--- config.mk ---
export PLATFORM = sky130hd
export DESIGN_NAME = vrdm_ctrl
export DESIGN_NICKNAME = d
export VERILOG_FILES = /design/src/rtl/vrdm_pkg.sv /design/src/rtl/vrdm_ctrl.sv
export SDC_FILE = /design/constraint.sdc
export NUM_CORES = 1
export LEC_CHECK = 0
export BUFFER_PORTS_ARGS = -buffer_cell sky130_fd_sc_hd__buf_2
export CORE_MARGIN = 2
export CORE_UTILIZATION = 35
export CTS_BUF_LIST = sky130_fd_sc_hd__clkbuf_2
export CTS_CLUSTER_SIZE = 8
export DETAILED_ROUTE_END_ITERATION = 12
export GPL_TIMING_DRIVEN = 0
export SETUP_SLACK_MARGIN = 0.4
export SYNTH_ARGS = -nofsm -noshare
export SYNTH_HDL_FRONTEND = slang
export SYNTH_SLANG_ARGS = --single-unit
--- constraint.sdc ---
create_clock -name i_clk -period 4.2 [get_ports i_clk]
set_clock_uncertainty 0.05 [all_clocks]
set_input_delay 0.21 -clock i_clk [delete_from_list [all_inputs] [get_ports i_clk]]
set_output_delay 0.21 -clock i_clk [all_outputs]
set_load 0.05 [all_outputs]
--- src/rtl/vrdm_pkg.sv ---
`default_nettype none
// ----------------------------------------------------------------------------
// vrdm_pkg: shared definitions for the dual mode video RAM port
// Command codes, register indexes, field widths, the mode 1 address
// scramble and the command bundle from controller to datapath.
// ----------------------------------------------------------------------------
package vrdm_pkg;

    // Store geometry.
    localparam int WORD_COUNT = 32768;
    localparam int IDX_W      = $clog2(WORD_COUNT);
    localparam int WORD_W     = 16;
    localparam int BYTE_W     = 8;
    localparam int ADDR_W     = 17;
    localparam int WADDR_W    = 16;
    localparam int OFFSET_W   = 9;
    localparam int CMD_W      = 2;

    // Stream word layout.
    localparam int S_TDATA_W  = 40;
    localparam int M_TDATA_W  = 48;

    // Configuration port.
    localparam int CFG_IDX_W  = 1;
    localparam int CFG_DATA_W = 16;

    localparam int DEF_SPRITE_WINDOW_WORDS = 320;

    typedef enum logic [CMD_W-1:0] {
        CMD_WORD_RD  = 2'd0,
        CMD_WORD_WR  = 2'd1,
        CMD_BYTE_RD  = 2'd2,
        CMD_BYTE_WR  = 2'd3
    } t_cmd;

    typedef enum logic [CFG_IDX_W-1:0] {
        REG_VRAM_MODE   = 1'd0,
        REG_SPRITE_BASE = 1'd1
    } t_reg_idx;

    // Controller to datapath commands.
    typedef struct packed {
        logic             accept;   // input word taken, start the memory read
        logic             commit;   // finish the item: write back, load output
        logic             clr_we;   // clearing pass writes zero
        logic [IDX_W-1:0] clr_addr; // clearing pass address
    } t_dp_cmd;

    // Mode 1 index: word bits 15:10 move down to 14:9, bits 8:1 stay,
    // and bit 9 becomes bit 0.
    function automatic logic [IDX_W-1:0] f_scramble(input logic [WADDR_W-1:0] w);
        f_scramble = {w[15:10], w[8:1], w[9]};
    endfunction

endpackage
`default_nettype wire

--- src/rtl/vrdm_ctrl.sv ---
`default_nettype none
// ----------------------------------------------------------------------------
// vrdm_ctrl: sequencing controller
// Runs the clearing pass after reset, then steps each word through an
// accept cycle and an execute cycle, and tracks the output register.
// ----------------------------------------------------------------------------
module vrdm_ctrl (
    input  wire                 i_clk,
    input  wire                 i_rst_n,
    input  wire                 i_s_tvalid,
    output logic                o_s_tready,
    output logic                o_m_tvalid,
    input  wire                 i_m_tready,
    output vrdm_pkg::t_dp_cmd   o_cmd
);

    typedef enum logic [2:0] {
        S_CLEAR = 3'b001,
        S_IDLE  = 3'b010,
        S_EXEC  = 3'b100
    } t_state;

    t_state                       r_state, n_state;
    logic [vrdm_pkg::IDX_W-1:0]   r_clr_cnt, n_clr_cnt;
    logic                         r_m_valid, n_m_valid;
    logic                         accept, commit, clr_last;

    assign clr_last = (r_clr_cnt == {vrdm_pkg::IDX_W{1'b1}});
    assign accept   = (r_state == S_IDLE) && i_s_tvalid;
    // The output slot must be free, or be emptied in this same cycle.
    assign commit   = (r_state == S_EXEC) && (!r_m_valid || i_m_tready);

    always_comb begin
        n_state   = r_state;
        n_clr_cnt = r_clr_cnt;
        unique case (r_state)
            S_CLEAR: begin
                n_clr_cnt = r_clr_cnt + 1'b1;
                if (clr_last) begin
                    n_state = S_IDLE;
                end
            end
            S_IDLE: begin
                if (accept) begin
                    n_state = S_EXEC;
                end
            end
            S_EXEC: begin
                if (commit) begin
                    n_state = S_IDLE;
                end
            end
            default: begin
                n_state = S_CLEAR;
            end
        endcase
    end

    always_comb begin
        if (commit) begin
            n_m_valid = 1'b1;
        end else if (i_m_tready) begin
            n_m_valid = 1'b0;
        end else begin
            n_m_valid = r_m_valid;
        end
    end

    always_ff @(posedge i_clk) begin
        if (!i_rst_n) begin
            r_state   <= S_CLEAR;
            r_clr_cnt <= '0;
            r_m_valid <= 1'b0;
        end else begin
            r_state   <= n_state;
            r_clr_cnt <= n_clr_cnt;
            r_m_valid <= n_m_valid;
        end
    end

    assign o_s_tready     = (r_state == S_IDLE);
    assign o_m_tvalid     = r_m_valid;
    assign o_cmd.accept   = accept;
    assign o_cmd.commit   = commit;
    assign o_cmd.clr_we   = (r_state == S_CLEAR);
    assign o_cmd.clr_addr = r_clr_cnt;

endmodule
`default_nettype wire

==> Word level (Yosys, flattened, before mapping) <==
Cells that the tools add are included.
{ "classes": {"n_lt_le_gt_ge": 0, "n_eq_ne": 7, "mul": 0, "add_sub_neg": 1, "n_bitwise": 0, "div": 0, "n_shift": 0, "mux": 6, "n_reduce_logical": 6} }
{ "op_table": {"columns": ["operator", "count"], "rows": [
  ["$add A15 B1 Y15 const B", 1],
  ["$eq A15 B15 Y1 const B", 1],
  ["$mux W3", 3],
  ["$pmux W3 S3", 1],
  ["$ne A2 B1 Y1 const B", 2],
  ["$eq A3 B1 Y1 const B", 1],
  ["$eq A3 B2 Y1 const B", 1],
  ["$eq A3 B3 Y1 const B", 1],
  ["$reduce_and A3 Y1", 1],
  ["$logic_and A1 B1 Y1", 2],
  ["$mux W1", 2],
  ["$ne A2 B2 Y1 const B", 1],
  ["$reduce_bool A2 Y1", 1],
  ["$logic_not A1 Y1", 1],
  ["$logic_or A1 B1 Y1", 1]
]} }
{ "word_totals": {"memories": 0, "mem_bits_ro": 0, "inputBits": 4, "output_inout_bits": 20, "latch_bits": 0, "ramBits": 0, "wordCells": 23, "reg_bits": 19} }

==> Depth between registers and ports, before layout <==
{ "depth": {"depth_word": 5, "mapped_depth": 6, "ltp_nobuf": 5} }

==> Least setup slack after synthesis <==
OpenSTA, ideal clock, no wires.
{ "synth_path": {"kind": "flip-flop to flip-flop", "startpoint": "register r_clr_cnt[0] (netlist bit)", "endpoint": "register r_clr_cnt[14] (netlist bit)", "path_slack_ps": 2251, "setup_ps": 71, "t_arrival_ps": 1828, "path_buffers": 1, "period_less_slack_ps": 1949, "required_time_ps": 4079, "path_stages_with_launch": 6, "cell_sequence": "dfxtp_1 ha_1 nand4bb_1 clkbuf_1 or4_1 a21oi_1"} }
{ "synth_via": {"elab_chain_len": 1} }
{ "synth_rtl": {"columns": ["element", "line", "rtl"], "rows": [
  ["start: declaration", "vrdm_ctrl.sv:24", "logic [vrdm_pkg::IDX_W-1:0] r_clr_cnt, n_clr_cnt;"],
  ["start signal: assignment", "vrdm_ctrl.sv:76", "r_clr_cnt <= n_clr_cnt;"],
  ["$add A15 B1 Y15", "vrdm_ctrl.sv:38", "n_clr_cnt = r_clr_cnt + 1'b1;"]
]} }
Every way passes these cells.
A chain may end at the register's enable or synchronous reset.

==> results.toml <==
[sta]
finalHoldViolations = 0
slew_headroom_pct = 69.3
grt_setup_unrepaired = "no"
layout_min_cycle_time_ns = 1.86
worst_slew_pin_slew_ns = 0.461
drv_slew = 0
setup-violations-final = 0
tns_ns = 0
finalCritPeriodShare_pct = 44.2
fmax_mhz = 539

[floorplan]
initial_core_util_pct = 37.4
die_h_um = 55.9
dieArea_mm2 = 0.00312
io_pins = 24
rows = 18
core-area_mm2 = 0.00252
die_w_um = 55.9

[clocking]
cts_setup_buffers = 0
htree_levels = 1
cts_resized = 0
cts_inserted_buffers = 3
clock_sinks = 19
clock_latency_ns = 0.30
clk_pin_slew_worst_paths_ns = 0.18
cts-root-buf = "clkbuf_2"
hold_buffers = 0
cts_tree = "built"
clockBufferDepth = 2

[logic_synthesis]
syn_inst = 110
syn_area_per_cell_um2 = 8.57
synth_mux_area_share_pct = 1.06
synthArstFlopShare_pct = 0
synth-compound-area-share_pct = 7.44
synth-simple-area-share_pct = 35.2
yosys.area_share.xor_xnor_pct = 9.30
synth_nets = 115
synth_top_family_by_area = "simple AND/OR/NAND/NOR gates"
synth_edf_count = 0
yosys_warnings = 0
netlist_area_um2 = 942
ys_seq_elements = 19
ys.flop_type = "dfxtp_1"
synth_cell_types = 37
yosysSeqAreaShare_pct = 40.4
synth_fa_ha_area_share_pct = 1.33

[worst_setup_path]
path_buf_inv = 3
critPathSlowestCell = "or3b_4"
critPathKind = "flip-flop to primary output"
crit_family = "buffers and inverters"
r2r_slack_ns = 2.44
r2r-end = "r_clr_cnt[14]"
crit_arrival_ns = 1.60
crit_fanout = 10
cp_data_required_time_ns = 3.94
end_kind = "primary output"
crit_path_max_incr_delay_ns = 0.44
r2r_cells = 5
timing.rr.start = "r_clr_cnt[0]"
crit_path_cell_trace = "buf_6, or3b_4, inv_6, buf_2"
start_kind = "flip-flop"

[power_and_ir_drop]
ir_worst_vdd_mv = 0.147
power.density_mw_per_mm2 = 259
p_leak_nw = 0.464

[cells_and_area]
n_antenna_cell = 0
mostFrequentLayoutCell = "buf_2"
fin_nets = 143
area_growth_pct = 18.3
multi_input_area_um2 = 512
regArea_um2 = 380
finish.instance_area_mm2 = 0.00111
nFillCells = 275
final_cell_mix = "buf_2 (23), dfxtp_1 (19), nor2_1 (16)"
drive_above_1_share_pct = 27.0

[worst_hold_path]
worstHoldEndpoint = "r_clr_cnt[11]"
min_from = "i_rst_n"
hp-class = "input pin to flip-flop"
min_path_cells = 3

[drt]
wl_per_cell_um = 11.6
drt_iter0_markers = 7
vias_per_cell = 5.18
num_vias = 865
ant_nets = 0
drc = 0
drt_pre_antenna_iters = 4
routed_wl_um = 1940

[global_route]
grt_pass1_wl_um = 3260
grt_pass1_vias = 758
antenna_found_initial = 0
grtUsageTotal_pct = 13.0
grt_max_degree = 12
gr-total-overflow = 0

[run]
drv_cap = 0

[placed_design]
placed_area_mm2 = 0.00109
globalplace.congestion = 0.761
port_buffers = 23
hpwl_um = 1500

[status]
status = "finished, final reports clean"
[synthesized netlist by cell type, drive strengths merged, types with 2 or more instances]
cell type   n  share of area (%)
o21ai       5                2.7
or4         2                1.6
nand2      10                4.0
and2        2                1.5
nor4        2                1.3
nor2       16                6.4
and4        2                2.0
xnor2       6                5.6
or3         2                1.3
inv         2                1.3
nand4       5                3.3
buf         3                2.8
clkbuf      2               0.80
xor2        4                3.7
o31ai       2                1.6
dfxtp      19                 40
a21oi       3                1.6
nand2b      2                1.3
nor3        4                2.1
nand3       5                4.0
[registers in the layout, summed over array words and instances (netlist names)]
register / cells
r_clr_cnt: 15
o_m_tvalid: 1
r_state: 3
[area by class of cell]
class | count | area share [%]
Buffer | 5 | 3.03
Clock buffer | 3 | 1.35
Clock inverter | 1 | 0.449
Inverter | 3 | 1.46
Multi-Input combinational cell | 83 | 45.9
Sequential cell | 19 | 34.1
Tap cell | 30 | 3.37
Timing Repair Buffer | 23 | 10.3
[cells by family after synthesis]
logic type / Yosys count
adder cells (fa/ha/maj): 1
multiplexers: 1
buffers and inverters: 8
AND/OR/NAND/NOR: 59
XOR/XNOR: 10
AO/OA/AOI/OAI: 12
flip-flops: 19
[worst max path at each step]
stage	start	to	slack, ns	cells after the start
CTS	r_state[0]	o_cmd[15]	2.32	3
global placement	r_clr_cnt[0]	r_clr_cnt[14]	2.50	5
floorplan	r_clr_cnt[0]	r_clr_cnt[14]	2.25	5
finish	r_state[1]	o_cmd[15]	2.34	4
detailed placement	r_clr_cnt[0]	r_clr_cnt[14]	2.48	5
global route	r_state[1]	o_cmd[15]	2.25	4
[stage by stage]
step / total power [mW] / util [%] / cells / setup WS [ns] / hold slack (ns)
after detailed placement: 0.214 / 43.4 / 163 / 2.48 / 0.454
after floorplan: 0.207 / - / 110 / 2.25 / 0.299
after CTS: 0.292 / 44.2 / 167 / 2.32 / 0.119
after global routing: 0.303 / 44.2 / 167 / 2.25 / 0.108
final: 0.289 / 44.2 / 167 / 2.34 / 0.147
after global placement: 0.213 / 43.4 / 163 / 2.50 / 0.438
[power by group]
part / switching (mW) / internal, mW
logic: 0.0175 / 0.00648
registers: 0.00309 / 0.183
clock network: 0.0571 / 0.0216
total: 0.0777 / 0.211
[worst register-to-register path, stage by stage, from the launching register on]
cell and delay [ns]:
dfxtp_1 0.43, ha_1 0.24, nand4bb_1 0.11, clkbuf_1 0.21
or4_1 0.53, a21oi_1 0.14
[routing by layer]
metal	GRT usage [%]	up-vias	share of wire, %	wire length [um]
met5	0	-	0	0
met4	7.14	0	1.2	23
met3	3.26	6	5.5	107
met2	21.8	30	47	916
met1	15.2	390	46	888
li1	-	439	-	-
Power figures use the tool's default switching activity.
